### src/rtl/core/mbtf_pkg.sv
// mbtf_pkg: shared constants, codes, types and the direction filter for the box track filter
`timescale 1ns / 1ps
package mbtf_pkg;

   localparam int COORD_BITS_DEF    = 12;
   localparam int ALARM_HOLD_FRAMES = 40;
   localparam int HOLD_BITS         = 6;
   localparam int SIZE_BITS         = 13;
   localparam int OFS_BITS          = 13;
   localparam int RATIO_BITS        = 9;
   localparam int WH_BITS           = 2 * SIZE_BITS;
   localparam int LIMIT_BITS        = RATIO_BITS + WH_BITS;
   localparam int CSR_DATA_BITS     = 13;
   localparam int CSR_INDEX_BITS    = 2;

   // size / 6 as (size * 10923) >> 16, exact for 13-bit sizes
   localparam int SIXTH_MUL      = 10923;
   localparam int SIXTH_MUL_BITS = 14;
   localparam int SIXTH_SHIFT    = 16;
   localparam int SIXTH_BITS     = SIZE_BITS - 2;

   localparam logic [SIZE_BITS-1:0]  WIDTH_RESET     = SIZE_BITS'(1920);
   localparam logic [SIZE_BITS-1:0]  HEIGHT_RESET    = SIZE_BITS'(1080);
   localparam logic                  BIG_EN_RESET    = 1'b1;
   localparam logic [RATIO_BITS-1:0] BIG_RATIO_RESET = RATIO_BITS'(154);

   localparam logic [1:0] ACT_BLOCKED = 2'd0;
   localparam logic [1:0] ACT_START   = 2'd1;
   localparam logic [1:0] ACT_BOX     = 2'd2;

   localparam logic [CSR_INDEX_BITS-1:0] CSR_WIDTH     = CSR_INDEX_BITS'(0);
   localparam logic [CSR_INDEX_BITS-1:0] CSR_HEIGHT    = CSR_INDEX_BITS'(1);
   localparam logic [CSR_INDEX_BITS-1:0] CSR_BIG_EN    = CSR_INDEX_BITS'(2);
   localparam logic [CSR_INDEX_BITS-1:0] CSR_BIG_RATIO = CSR_INDEX_BITS'(3);

   typedef enum logic [2:0] {
      ST_TRACKED = 3'd0,
      ST_BLOCKED = 3'd1,
      ST_SKIPPED = 3'd2,
      ST_EMPTY   = 3'd3,
      ST_BAD     = 3'd4
   } status_type;

   typedef enum logic [1:0] {
      MODE_IDLE,
      MODE_OPEN,
      MODE_ABORT
   } mode_type;

   typedef enum logic [2:0] {
      S_IDLE,
      S_DECODE,
      S_MUL,
      S_CMP,
      S_CTR,
      S_FLT,
      S_EMIT
   } state_type;

   typedef struct packed {
      logic       capture;
      logic       clear_best;
      logic       cmp;
      logic       ctr;
      logic       flt;
      logic       emit;
      status_type status;
      logic       alarm;
   } cmd_type;

   typedef struct packed {
      logic [1:0] action;
      logic       frame_empty;
      logic       last_box;
      logic       big;
      logic       max_pos;
      logic       out_free;
   } sts_type;

   typedef struct packed {
      logic                       turn;
      logic signed [OFS_BITS-1:0] rec;
   } dir_type;

   function automatic dir_type dir_filter(input logic [SIXTH_BITS-1:0] sixth,
                                          input logic signed [OFS_BITS-1:0] pos,
                                          input logic signed [OFS_BITS-1:0] rec);
      dir_type             res;
      logic [OFS_BITS-1:0] mag;
      logic [OFS_BITS-1:0] rmag;
      mag  = pos[OFS_BITS-1] ? OFS_BITS'(-pos) : OFS_BITS'(pos);
      rmag = rec[OFS_BITS-1] ? OFS_BITS'(-rec) : OFS_BITS'(rec);
      res.turn = 1'b0;
      res.rec  = pos;
      if (mag < {{(OFS_BITS-SIXTH_BITS){1'b0}}, sixth}) begin
         res.rec = '0;
      end else if ((rec != '0) && (rec[OFS_BITS-1] == pos[OFS_BITS-1]) && (mag >= rmag)) begin
         res.rec  = '0;
         res.turn = 1'b1;
      end
      return res;
   endfunction

endpackage

### src/rtl/core/mbtf_datapath.sv
// mbtf_datapath: config registers, box capture, area and limit multipliers, centre and output register
`timescale 1ns / 1ps
module mbtf_datapath
   import mbtf_pkg::*;
#(
   parameter int COORD_BITS = COORD_BITS_DEF
) (
   input  logic                          clock,
   input  logic                          reset,
   input  cmd_type                       cmd,
   output sts_type                       sts,
   input  logic                          csr_write_enable,
   input  logic [CSR_INDEX_BITS-1:0]     csr_index,
   input  logic [CSR_DATA_BITS-1:0]      csr_write_data,
   input  logic [1:0]                    req_action,
   input  logic                          req_frame_empty,
   input  logic [COORD_BITS-1:0]         req_box_left,
   input  logic [COORD_BITS-1:0]         req_box_top,
   input  logic [COORD_BITS-1:0]         req_box_right,
   input  logic [COORD_BITS-1:0]         req_box_bottom,
   input  logic                          req_last_box,
   output logic                          rsp_valid,
   input  logic                          rsp_stall,
   output logic [2:0]                    rsp_status,
   output logic                          rsp_alarm_report,
   output logic                          rsp_turn_x,
   output logic                          rsp_turn_y,
   output logic signed [OFS_BITS-1:0]    rsp_offset_x,
   output logic signed [OFS_BITS-1:0]    rsp_offset_y,
   output logic [COORD_BITS-1:0]         rsp_best_left,
   output logic [COORD_BITS-1:0]         rsp_best_top,
   output logic [COORD_BITS-1:0]         rsp_best_right,
   output logic [COORD_BITS-1:0]         rsp_best_bottom
);

   localparam int SPAN_BITS = COORD_BITS + 1;
   localparam int AREA_BITS = 2 * SPAN_BITS;
   localparam int CMP_BITS  = (AREA_BITS + 8 > LIMIT_BITS) ? AREA_BITS + 8 : LIMIT_BITS;
   localparam int CTR_BITS  = ((COORD_BITS > SIZE_BITS) ? COORD_BITS : SIZE_BITS) + 2;
   localparam int PROD_BITS = SIZE_BITS + SIXTH_MUL_BITS;

   localparam logic signed [CTR_BITS-1:0] CTR_HI = CTR_BITS'((1 << (OFS_BITS - 1)) - 1);
   localparam logic signed [CTR_BITS-1:0] CTR_LO = -CTR_HI - CTR_BITS'(1);

   function automatic logic signed [OFS_BITS-1:0] sat_ofs(input logic signed [CTR_BITS-1:0] v);
      logic signed [OFS_BITS-1:0] r;
      if (v > CTR_HI) begin
         r = CTR_HI[OFS_BITS-1:0];
      end else if (v < CTR_LO) begin
         r = CTR_LO[OFS_BITS-1:0];
      end else begin
         r = v[OFS_BITS-1:0];
      end
      return r;
   endfunction

   logic [SIZE_BITS-1:0]         width_ff;
   logic [SIZE_BITS-1:0]         height_ff;
   logic                         big_en_ff;
   logic [RATIO_BITS-1:0]        ratio_ff;

   logic [1:0]                   action_ff;
   logic                         empty_ff;
   logic                         last_ff;
   logic [COORD_BITS-1:0]        left_ff;
   logic [COORD_BITS-1:0]        top_ff;
   logic [COORD_BITS-1:0]        right_ff;
   logic [COORD_BITS-1:0]        bottom_ff;

   logic signed [SPAN_BITS-1:0]  dx_ff;
   logic signed [SPAN_BITS-1:0]  dy_ff;
   logic [WH_BITS-1:0]           wh_ff;
   logic signed [AREA_BITS-1:0]  area_ff;
   logic [LIMIT_BITS-1:0]        limit_ff;
   logic [SIXTH_BITS-1:0]        wsix_ff;
   logic [SIXTH_BITS-1:0]        hsix_ff;
   logic [PROD_BITS-1:0]         wprod;
   logic [PROD_BITS-1:0]         hprod;

   logic signed [AREA_BITS-1:0]  max_area_ff;
   logic [COORD_BITS-1:0]        best_left_ff;
   logic [COORD_BITS-1:0]        best_top_ff;
   logic [COORD_BITS-1:0]        best_right_ff;
   logic [COORD_BITS-1:0]        best_bottom_ff;
   logic                         winner;

   logic signed [SPAN_BITS-1:0]  spx;
   logic signed [SPAN_BITS-1:0]  spy;
   logic signed [SPAN_BITS-1:0]  rndx;
   logic signed [SPAN_BITS-1:0]  rndy;
   logic signed [SPAN_BITS-1:0]  halfx;
   logic signed [SPAN_BITS-1:0]  halfy;
   logic signed [CTR_BITS-1:0]   sumx;
   logic signed [CTR_BITS-1:0]   sumy;
   logic signed [OFS_BITS-1:0]   cx_ff;
   logic signed [OFS_BITS-1:0]   cy_ff;

   dir_type                      dirx;
   dir_type                      diry;
   logic signed [OFS_BITS-1:0]   rec_x_ff;
   logic signed [OFS_BITS-1:0]   rec_y_ff;
   logic                         turn_x_ff;
   logic                         turn_y_ff;

   logic                         rsp_valid_ff;
   logic                         tracked;

   // configuration
   always_ff @(posedge clock) begin
      if (reset) begin
         width_ff  <= WIDTH_RESET;
         height_ff <= HEIGHT_RESET;
         big_en_ff <= BIG_EN_RESET;
         ratio_ff  <= BIG_RATIO_RESET;
      end else if (csr_write_enable) begin
         case (csr_index)
            CSR_WIDTH:     width_ff  <= csr_write_data[SIZE_BITS-1:0];
            CSR_HEIGHT:    height_ff <= csr_write_data[SIZE_BITS-1:0];
            CSR_BIG_EN:    big_en_ff <= csr_write_data[0];
            CSR_BIG_RATIO: ratio_ff  <= csr_write_data[RATIO_BITS-1:0];
            default: begin
            end
         endcase
      end
   end

   // request capture
   always_ff @(posedge clock) begin
      if (cmd.capture) begin
         action_ff <= req_action;
         empty_ff  <= req_frame_empty;
         last_ff   <= req_last_box;
         left_ff   <= req_box_left;
         top_ff    <= req_box_top;
         right_ff  <= req_box_right;
         bottom_ff <= req_box_bottom;
      end
   end

   assign wprod = PROD_BITS'(width_ff) * PROD_BITS'(SIXTH_MUL);
   assign hprod = PROD_BITS'(height_ff) * PROD_BITS'(SIXTH_MUL);

   // spans, then area and limit products
   always_ff @(posedge clock) begin
      dx_ff    <= $signed({1'b0, right_ff}) - $signed({1'b0, left_ff});
      dy_ff    <= $signed({1'b0, bottom_ff}) - $signed({1'b0, top_ff});
      wh_ff    <= WH_BITS'(width_ff) * WH_BITS'(height_ff);
      area_ff  <= AREA_BITS'(dx_ff) * AREA_BITS'(dy_ff);
      limit_ff <= LIMIT_BITS'(wh_ff) * LIMIT_BITS'(ratio_ff);
      wsix_ff  <= wprod[SIXTH_SHIFT +: SIXTH_BITS];
      hsix_ff  <= hprod[SIXTH_SHIFT +: SIXTH_BITS];
   end

   assign winner = area_ff > max_area_ff;

   always_ff @(posedge clock) begin
      if (cmd.clear_best) begin
         max_area_ff    <= '0;
         best_left_ff   <= '0;
         best_top_ff    <= '0;
         best_right_ff  <= '0;
         best_bottom_ff <= '0;
      end else if (cmd.cmp && winner) begin
         max_area_ff    <= area_ff;
         best_left_ff   <= left_ff;
         best_top_ff    <= top_ff;
         best_right_ff  <= right_ff;
         best_bottom_ff <= bottom_ff;
      end
   end

   // centre of the chosen box relative to the image centre
   always_comb begin
      spx   = $signed({1'b0, best_right_ff}) - $signed({1'b0, best_left_ff});
      spy   = $signed({1'b0, best_bottom_ff}) - $signed({1'b0, best_top_ff});
      rndx  = $signed({{(SPAN_BITS-1){1'b0}}, spx[SPAN_BITS-1]});
      rndy  = $signed({{(SPAN_BITS-1){1'b0}}, spy[SPAN_BITS-1]});
      halfx = (spx + rndx) >>> 1;
      halfy = (spy + rndy) >>> 1;
      sumx  = CTR_BITS'(halfx) + $signed(CTR_BITS'({1'b0, best_left_ff}))
              - $signed(CTR_BITS'({1'b0, width_ff[SIZE_BITS-1:1]}));
      sumy  = CTR_BITS'(halfy) + $signed(CTR_BITS'({1'b0, best_top_ff}))
              - $signed(CTR_BITS'({1'b0, height_ff[SIZE_BITS-1:1]}));
   end

   always_ff @(posedge clock) begin
      if (cmd.ctr) begin
         cx_ff <= sat_ofs(sumx);
         cy_ff <= sat_ofs(sumy);
      end
   end

   // direction filter per axis
   assign dirx = dir_filter(wsix_ff, cx_ff, rec_x_ff);
   assign diry = dir_filter(hsix_ff, cy_ff, rec_y_ff);

   always_ff @(posedge clock) begin
      if (reset) begin
         rec_x_ff <= '0;
         rec_y_ff <= '0;
      end else if (cmd.flt) begin
         rec_x_ff <= dirx.rec;
         rec_y_ff <= diry.rec;
      end
   end

   always_ff @(posedge clock) begin
      if (cmd.flt) begin
         turn_x_ff <= dirx.turn;
         turn_y_ff <= diry.turn;
      end
   end

   // output register
   assign tracked = (cmd.status == ST_TRACKED);

   always_ff @(posedge clock) begin
      if (reset) begin
         rsp_valid_ff <= 1'b0;
      end else if (cmd.emit) begin
         rsp_valid_ff <= 1'b1;
      end else if (!rsp_stall) begin
         rsp_valid_ff <= 1'b0;
      end
   end

   always_ff @(posedge clock) begin
      if (cmd.emit) begin
         rsp_status       <= cmd.status;
         rsp_alarm_report <= tracked & cmd.alarm;
         rsp_turn_x       <= tracked & turn_x_ff;
         rsp_turn_y       <= tracked & turn_y_ff;
         rsp_offset_x     <= tracked ? cx_ff : '0;
         rsp_offset_y     <= tracked ? cy_ff : '0;
         rsp_best_left    <= tracked ? best_left_ff : '0;
         rsp_best_top     <= tracked ? best_top_ff : '0;
         rsp_best_right   <= tracked ? best_right_ff : '0;
         rsp_best_bottom  <= tracked ? best_bottom_ff : '0;
      end
   end

   assign rsp_valid = rsp_valid_ff;

   always_comb begin
      sts.action      = action_ff;
      sts.frame_empty = empty_ff;
      sts.last_box    = last_ff;
      sts.big         = big_en_ff && !area_ff[AREA_BITS-1] && (area_ff != '0) &&
                        (CMP_BITS'({area_ff, 8'b0}) > CMP_BITS'(limit_ff));
      sts.max_pos     = max_area_ff > '0;
      sts.out_free    = !rsp_valid_ff || !rsp_stall;
   end

   a_rsp_from_emit: assert property (@(posedge clock) disable iff (reset)
      $rose(rsp_valid_ff) |-> $past(cmd.emit))
      else $error("response raised without an emit command");

endmodule

### src/rtl/core/mbtf_ctrl.sv
// mbtf_ctrl: request sequencer holding frame mode, track skip and alarm hold
`timescale 1ns / 1ps
module mbtf_ctrl
   import mbtf_pkg::*;
(
   input  logic    clock,
   input  logic    reset,
   input  logic    req_valid,
   output logic    req_stall,
   output cmd_type cmd,
   input  sts_type sts
);

   state_type              state_ff;
   state_type              state_in;
   mode_type               mode_ff;
   mode_type               mode_in;
   logic                   skip_ff;
   logic                   skip_in;
   logic [HOLD_BITS-1:0]   hold_ff;
   logic [HOLD_BITS-1:0]   hold_in;
   status_type             status_ff;
   status_type             status_in;

   always_ff @(posedge clock) begin
      if (reset) begin
         state_ff  <= S_IDLE;
         mode_ff   <= MODE_IDLE;
         skip_ff   <= 1'b0;
         hold_ff   <= '0;
         status_ff <= ST_TRACKED;
      end else begin
         state_ff  <= state_in;
         mode_ff   <= mode_in;
         skip_ff   <= skip_in;
         hold_ff   <= hold_in;
         status_ff <= status_in;
      end
   end

   always_comb begin
      state_in   = state_ff;
      mode_in    = mode_ff;
      skip_in    = skip_ff;
      hold_in    = hold_ff;
      status_in  = status_ff;
      req_stall  = 1'b1;
      cmd        = '0;
      cmd.status = status_ff;
      cmd.alarm  = (hold_ff == '0);
      case (state_ff)
         S_IDLE: begin
            req_stall = 1'b0;
            if (req_valid) begin
               cmd.capture = 1'b1;
               state_in    = S_DECODE;
            end
         end
         S_DECODE: begin
            state_in = S_IDLE;
            case (sts.action)
               ACT_BLOCKED: begin
                  skip_in   = 1'b1;
                  hold_in   = HOLD_BITS'(ALARM_HOLD_FRAMES);
                  mode_in   = MODE_IDLE;
                  status_in = ST_BLOCKED;
                  state_in  = S_EMIT;
               end
               ACT_START: begin
                  mode_in = MODE_IDLE;
                  if (skip_ff) begin
                     skip_in   = 1'b0;
                     status_in = ST_SKIPPED;
                     state_in  = S_EMIT;
                  end else begin
                     if (hold_ff != '0) begin
                        hold_in = hold_ff - HOLD_BITS'(1);
                     end
                     if (sts.frame_empty) begin
                        status_in = ST_EMPTY;
                        state_in  = S_EMIT;
                     end else begin
                        cmd.clear_best = 1'b1;
                        mode_in        = MODE_OPEN;
                     end
                  end
               end
               ACT_BOX: begin
                  case (mode_ff)
                     MODE_OPEN: state_in = S_MUL;
                     MODE_ABORT: begin
                        if (sts.last_box) begin
                           mode_in   = MODE_IDLE;
                           status_in = ST_BAD;
                           state_in  = S_EMIT;
                        end
                     end
                     default: begin
                     end
                  endcase
               end
               default: begin
               end
            endcase
         end
         S_MUL: begin
            state_in = S_CMP;
         end
         S_CMP: begin
            cmd.cmp  = 1'b1;
            state_in = S_IDLE;
            if (sts.big) begin
               if (sts.last_box) begin
                  mode_in   = MODE_IDLE;
                  status_in = ST_BAD;
                  state_in  = S_EMIT;
               end else begin
                  mode_in = MODE_ABORT;
               end
            end else if (sts.last_box) begin
               mode_in  = MODE_IDLE;
               state_in = S_CTR;
            end
         end
         S_CTR: begin
            if (sts.max_pos) begin
               cmd.ctr  = 1'b1;
               state_in = S_FLT;
            end else begin
               status_in = ST_BAD;
               state_in  = S_EMIT;
            end
         end
         S_FLT: begin
            cmd.flt   = 1'b1;
            status_in = ST_TRACKED;
            state_in  = S_EMIT;
         end
         S_EMIT: begin
            if (sts.out_free) begin
               cmd.emit = 1'b1;
               state_in = S_IDLE;
            end
         end
         default: begin
            state_in = S_IDLE;
         end
      endcase
   end

   a_skip_idle: assert property (@(posedge clock) disable iff (reset)
      skip_ff |-> (mode_ff == MODE_IDLE))
      else $error("track skip armed while a frame is open");

   a_hold_range: assert property (@(posedge clock) disable iff (reset)
      hold_ff <= HOLD_BITS'(ALARM_HOLD_FRAMES))
      else $error("alarm hold above its armed value");

   a_open_frame: assert property (@(posedge clock) disable iff (reset)
      cmd.clear_best |=> (mode_ff == MODE_OPEN))
      else $error("best box cleared without opening a frame");

endmodule

### src/rtl/core/motion_box_track_filter.sv
// motion_box_track_filter: top level joining the sequencer and the datapath
// blocked, skipped, empty-frame and aborted-frame results go from decode to emit; a last box
//    runs multiply, compare, centre and filter when tracked, ends after centre when no box won
//    and after compare when too large; emit can stall; a new request waits for idle again,
//    after emit for answers, decode for silent starts and ignored boxes, compare for other boxes
// reset: synchronous; config registers take defaults, skip, hold and direction records clear
`timescale 1ns / 1ps
module motion_box_track_filter
   import mbtf_pkg::*;
#(
   parameter int COORD_BITS = COORD_BITS_DEF
) (
   input  logic                          clock,
   input  logic                          reset,
   input  logic                          csr_write_enable,
   input  logic [CSR_INDEX_BITS-1:0]     csr_index,
   input  logic [CSR_DATA_BITS-1:0]      csr_write_data,
   input  logic                          req_valid,
   output logic                          req_stall,
   input  logic [1:0]                    req_action,
   input  logic                          req_frame_empty,
   input  logic [COORD_BITS-1:0]         req_box_left,
   input  logic [COORD_BITS-1:0]         req_box_top,
   input  logic [COORD_BITS-1:0]         req_box_right,
   input  logic [COORD_BITS-1:0]         req_box_bottom,
   input  logic                          req_last_box,
   output logic                          rsp_valid,
   input  logic                          rsp_stall,
   output logic [2:0]                    rsp_status,
   output logic                          rsp_alarm_report,
   output logic                          rsp_turn_x,
   output logic                          rsp_turn_y,
   output logic signed [OFS_BITS-1:0]    rsp_offset_x,
   output logic signed [OFS_BITS-1:0]    rsp_offset_y,
   output logic [COORD_BITS-1:0]         rsp_best_left,
   output logic [COORD_BITS-1:0]         rsp_best_top,
   output logic [COORD_BITS-1:0]         rsp_best_right,
   output logic [COORD_BITS-1:0]         rsp_best_bottom
);

   cmd_type cmd;
   sts_type sts;

   mbtf_ctrl u_ctrl (
      .clock     (clock),
      .reset     (reset),
      .req_valid (req_valid),
      .req_stall (req_stall),
      .cmd       (cmd),
      .sts       (sts)
   );

   mbtf_datapath #(
      .COORD_BITS (COORD_BITS)
   ) u_datapath (
      .clock            (clock),
      .reset            (reset),
      .cmd              (cmd),
      .sts              (sts),
      .csr_write_enable (csr_write_enable),
      .csr_index        (csr_index),
      .csr_write_data   (csr_write_data),
      .req_action       (req_action),
      .req_frame_empty  (req_frame_empty),
      .req_box_left     (req_box_left),
      .req_box_top      (req_box_top),
      .req_box_right    (req_box_right),
      .req_box_bottom   (req_box_bottom),
      .req_last_box     (req_last_box),
      .rsp_valid        (rsp_valid),
      .rsp_stall        (rsp_stall),
      .rsp_status       (rsp_status),
      .rsp_alarm_report (rsp_alarm_report),
      .rsp_turn_x       (rsp_turn_x),
      .rsp_turn_y       (rsp_turn_y),
      .rsp_offset_x     (rsp_offset_x),
      .rsp_offset_y     (rsp_offset_y),
      .rsp_best_left    (rsp_best_left),
      .rsp_best_top     (rsp_best_top),
      .rsp_best_right   (rsp_best_right),
      .rsp_best_bottom  (rsp_best_bottom)
   );

endmodule
### config.mk
export PLATFORM = sky130hd
export DESIGN_NAME = motion_box_track_filter
export DESIGN_NICKNAME = d
export VERILOG_FILES = /design/src/rtl/core/mbtf_pkg.sv /design/src/rtl/core/mbtf_datapath.sv /design/src/rtl/core/mbtf_ctrl.sv /design/src/rtl/core/motion_box_track_filter.sv
export SDC_FILE = /design/constraint.sdc
export NUM_CORES = 2
export LEC_CHECK = 0
export ABC_AREA = 1
export BUFFER_PORTS_ARGS = -buffer_cell sky130_fd_sc_hd__buf_4
export CORE_ASPECT_RATIO = 0.9
export CORE_MARGIN = 4
export CORE_UTILIZATION = 45
export DETAILED_ROUTE_END_ITERATION = 10
export GPL_TIMING_DRIVEN = 0
export PLACE_DENSITY = 0.74
export SYNTH_ARGS = -nofsm -noshare
export SYNTH_HDL_FRONTEND = slang
export SYNTH_SLANG_ARGS = --single-unit
### constraint.sdc
create_clock -name clock -period 5.8 [get_ports clock]
set_clock_uncertainty 0.2 [all_clocks]
set_input_delay 0 -clock clock [delete_from_list [all_inputs] [get_ports clock]]
set_output_delay 0 -clock clock [all_outputs]
set_load 0.01 [all_outputs]
### Word-level counts from Yosys, hierarchy flattened

Cells that the tools add are included.

| operators by class | value |
|---|---|
| add/sub/neg operators | 15 |
| $mul | 5 |
| divide/modulo/power cells | 0 |
| $lt $le $gt $ge | 11 |
| equal/unequal tests | 25 |
| shift operators | 0 |
| muxes and demuxes | 56 |
| bitwise gates (word level) | 3 |
| reductions and logical operators | 33 |

Operators by type and width:

| operator | number |
|---|---|
| $mux 13 | 8 |
| $mul 13x14->27 const B | 2 |
| $mul 13x13->26 | 2 |
| $neg 13->13 | 4 |
| $sub 12x12->13 | 4 |
| $mux 3 | 13 |
| $gt 34x35->1 | 1 |
| $mul 26x9->35 | 1 |
| $gt 15x13->1 const B | 2 |
| $lt 15x13->1 const B | 2 |
| $sub 15x13->15 | 2 |
| $add 12x13->14 | 2 |
| $mux 14 | 2 |
| $add 13x2->13 | 2 |
| $ge 13x13->1 | 2 |
| $gt 26x1->1 const B | 1 |
| $gt 26x26->1 | 1 |
| $lt 13x11->1 | 2 |
| $reduce_bool 13->1 | 2 |
| $reduce_bool 26->1 | 1 |
| $pmux 3 s7 | 1 |
| $pmux 3 s3 | 2 |
| $mux 1 | 16 |
| $mux 2 | 6 |
| other kinds (33) | 67 |

| storage, ports and cells | value |
|---|---|
| register bits | 447 |
| bits in latches | 0 |
| RAM bits | 0 |
| ROM bits | 0 |
| output and inout port bits | 82 |
| word-level logic and storage cells | 193 |
| memories | 0 |

### Logic depth before layout (Yosys ltp)

| logic depth | value |
|---|---|
| depth in word-level cells | 6 |
| depth in mapped cells | 45 |

### Cells and area by module

Synthesis repeated with hierarchy kept, for this count alone.

| second synthesis, totals | value |
|---|---|
| cells, all modules | 6,293 |
| area total of the unflattened synthesis | 49,366.1 um2 |

Modules (own cells, without submodules):

| module | times used | cells an instance | area an instance (um2) | seq. area each (um2) |
|---|---|---|---|---|
| mbtf_datapath | 1 | 6,099 | 48,198.7 | 10,249.8 |
| mbtf_ctrl | 1 | 194 | 1,167.4 | 300.3 |

### Worst setup path before layout

No wires, ideal clock.

| timing path | value |
|---|---|
| path type | reg2reg |
| start | register u_datapath.dy_ff[1] |
| end | register u_datapath.area_ff[22] |
| arrival | 5.309 ns |
| required time | 5.479 ns |
| setup slack | 0.170 ns |
| cell stages (with the launch flop) | 24 |
| clock period less this slack | 5.630 ns |
| cells stage by stage | dfxtp_1 > clkbuf_1 > nand2_1 > fa_1 > inv_1 > fa_1 > inv_1 > fa_1 > inv_1 > fa_1 > fa_1 > ha_1 > ha_1 > nand2_1 > inv_1 > a21oi_1 > o21ai_1 > a21boi_0 > o21ai_1 > a21boi_0 > o21ai_1 > nand2_1 > nand2_1 > xor2_1 |

| between the ends | value |
|---|---|
| cells in the longest elaborated chain, start to end | 1 |

RTL lines:

| element | line | RTL |
|---|---|---|
| start: declaration | mbtf_datapath.sv:71 | `logic signed [SPAN_BITS-1:0] dy_ff;` |
| start signal: assignment | mbtf_datapath.sv:146 | `dy_ff <= $signed({1'b0, bottom_ff}) - $signed({1'b0, top_ff});` |
| $mul 13x13->26 | mbtf_datapath.sv:148 | `area_ff <= AREA_BITS'(dx_ff) * AREA_BITS'(dy_ff);` |
| end signal: assignment | mbtf_datapath.sv:148 |  |
| end: declaration | mbtf_datapath.sv:73 | `logic signed [AREA_BITS-1:0] area_ff;` |

No other way between the ends.
A chain may end at the register's enable or synchronous reset.

### Worst setup path after layout

| timing path | value |
|---|---|
| start | register u_datapath.dy_ff[4] |
| end | register u_datapath.area_ff[21] |

The elaborated chain is that of the path after synthesis.

==> flow_summary.toml <==
[critical_path]
endpoint_kind = "flip-flop"
cp_max_fo = 10
path_class = "flip-flop to flip-flop"
worstPathCellList = "buf_4, nand2_1, fa_1, inv_1, fa_1, fa_1, inv_1, fa_1, inv_1, fa_1, fa_1, ha_1, a21oi_1, nand2_1, nand3_1, nand2_1, a21boi_2, o21ai_2, a21boi_1, xnor2_1"
slowest_stage = "fa_1"
arrival_ps = 5970
cp-start-kind = "flip-flop"
reg2reg_from = "u_datapath.dy_ff[4]"
cp-startpoint = "u_datapath.dy_ff[4]"
path_common_cell = "fa_1"
critical_path_required_ps = 6140
critPathMaxStageDelay_ps = 550

[timing]
worstMarginPinSlew_ps = 1140
maxSlewHeadroom = 0.243
report.final.slew_viol_count = 0
fin_crit_sh = 0.971
setup_viol = 0
setup_tns_ps = 0
fin_crit_ps = 5630
hold_viol_final = 0
max_freq_mhz = 178

[synthesis]
synth_edf_count = 160
ys_seq_elements = 447
yosysMostFrequentCell = "inv_1"
ys_seq_area_frac = 0.223
async_reset_ff_frac = 0
yosys_most_used_dff = "dfxtp_1"
synth_top_area_cell = "fa_1"
synth_top_area_share = 0.234
syn-num-nets = 6973
netlist_area_um2 = 47200
synthTopCellsByArea = "fa_1 (23%), ha_1 (15%), dfxtp_1 (12%)"
synth_warnings = 0
synth_cell_types = 56
yosys-top-cells-count = "inv_1 (1290), nand2_1 (1258), fa_1 (552), ha_1 (552), nor2_1 (443)"
syn_inst = 5797
syn_avg_cell_area_um2 = 8.15

[min_path]
hold_path.class = "input pin to flip-flop"
min_from = "csr_write_data[7]"

[clocking]
clockBufferDepth = 3
cts.sinks = 447
cts-root-buf = "clkbuf_16"
cts_tree = "built"
cts_buffers = 49
worstSkewPairLatency_ps = 640
cts.clk_slew.worst_paths_ps = 60
htree_levels = 2

[finish]
drive_above_1_share = 0.0957
area_growth_pct = 15.5
fin_area_um2 = 54500
fillers = 9339
multiInputGateArea_um2 = 31700
ff_latch_area_um2 = 10700
nNetsFinal = 7356

[flow_run]
cap_violations = 0

[place]
dp_hpwl_mm = 102
place.gp.congestion = 0.967
io_buffers = 152
place_area_um2 = 50200

[status]
status = "complete, no violations"

[floorplan]
rows = 112
initial_utilization = 0.454
die_area_um2 = 110000
die-width_um = 349
ioPinCount = 154
die_y_um = 315
core_area_um2 = 104000

[routing]
viasPerCell = 5.19
antenna_left = 0
drt_iter0_drc = 3054
firstDrtPassIters = 7
drt_wl_total_mm = 130
drc_errors = 0
wl_per_cell_um = 17.2
vias = 39400

[global_routing]
track_usage = 0.236
grt_antenna_before_repair = 5
grt_max_degree = 36
grt_first_pass_wirelength_mm = 209
gr-total-overflow = 0
grt_pass1_vias = 40100
[per-stage QoR]
stage	std cells	hold WS, ps	utilization	worst slack [ps]
after global routing	7589	42.7	0.524	-79.4
after floorplan	5797	-101	-	170
final	7590	29.6	0.524	171
after detailed placement	7323	-20.5	0.483	-649
after global placement	7317	-21.0	0.482	-1440
after CTS	7562	2.65	0.517	3.95
[state kept, by name (all words and copies together) (netlist names), 26 cells and up]
register / cells
u_datapath.area_ff: 26
u_datapath.limit_ff: 35
u_datapath.max_area_ff: 26
u_datapath.wh_ff: 26
[worst paths after layout]
kind                                   end  cells past startpoint  slack [ps]
setup / recovery    u_datapath.area_ff[21]                     20         170
hold / removal      u_datapath.ratio_ff[7]                      4          30
setup reg to reg    u_datapath.area_ff[21]                     20         170
hold reg to reg   u_datapath.rsp_status[1]                      0         260
[timing repair]
action	in CTS	in global routing
gates resized for setup	128	244
endpoints found under the hold margin	127	0
hold buffers	153	0
buffers inserted	7	27
endpoints found under the setup margin	57	51
gates cloned	0	1
pin swaps	6	36
[critical path, delay by kind of cell, from the launching register on]
family / cells / cell delay [ps]
adder cells (fa/ha/maj): 7 / 3340
AO/OA/AOI/OAI: 4 / 680
AND/OR/NAND/NOR: 4 / 420
flip-flops: 1 / 420
buffers and inverters: 4 / 390
XOR/XNOR: 1 / 130
[cells in the final DEF (no fill, tap or decap), types with 146 or more instances in the layout]
cell / synthesis / routed
inv_1: 1290 / 1280
nand2_1: 1258 / 1243
fa_1: 552 / 546
ha_1: 552 / 529
nor2_1: 443 / 435
a21oi_1: 299 / 276
dfxtp_1: 287 / 235
buf_4: 2 / 200
edfxtp_1: 160 / 160
dlygate4sd3_1: 0 / 153
xor2_1: 146 / 146
[logic make-up (layout without fill, tap and decap cells)]
family          after synthesis  after routing  share of synthesized area
compound gates              552            552                     0.0649
xor+xnor                    225            225                     0.0422
fa+ha+maj                  1104           1104                      0.380
buf+inv                    1462           1884                      0.117
flops                       447            447                      0.223
other cells                   0              3                          0
simple gates               2007           2007                      0.172
[layout make-up]
cell class,count,share of cell area
Sequential cell,447,0.195
Clock inverter,18,0.00436
Clock buffer,72,0.0274
Multi-Input combinational cell,3888,0.581
Buffer,150,0.0148
Antenna cell,3,0.000138
Tap cell,1368,0.0314
Timing Repair Buffer,346,0.0562
Inverter,1298,0.0896
[metal layers]
layer / up-vias / part of all wire / global-route usage
met5: - / 0 / 0
met4: 0 / 0.049 / 0.104
met3: 339 / 0.079 / 0.0380
met2: 1574 / 0.45 / 0.381
met1: 19000 / 0.42 / 0.314
li1: 18500 / - / -
Power is left out: the tool's default activity adds up to more than one toggle a clock period on the data nets, which glitch-free logic cannot reach.
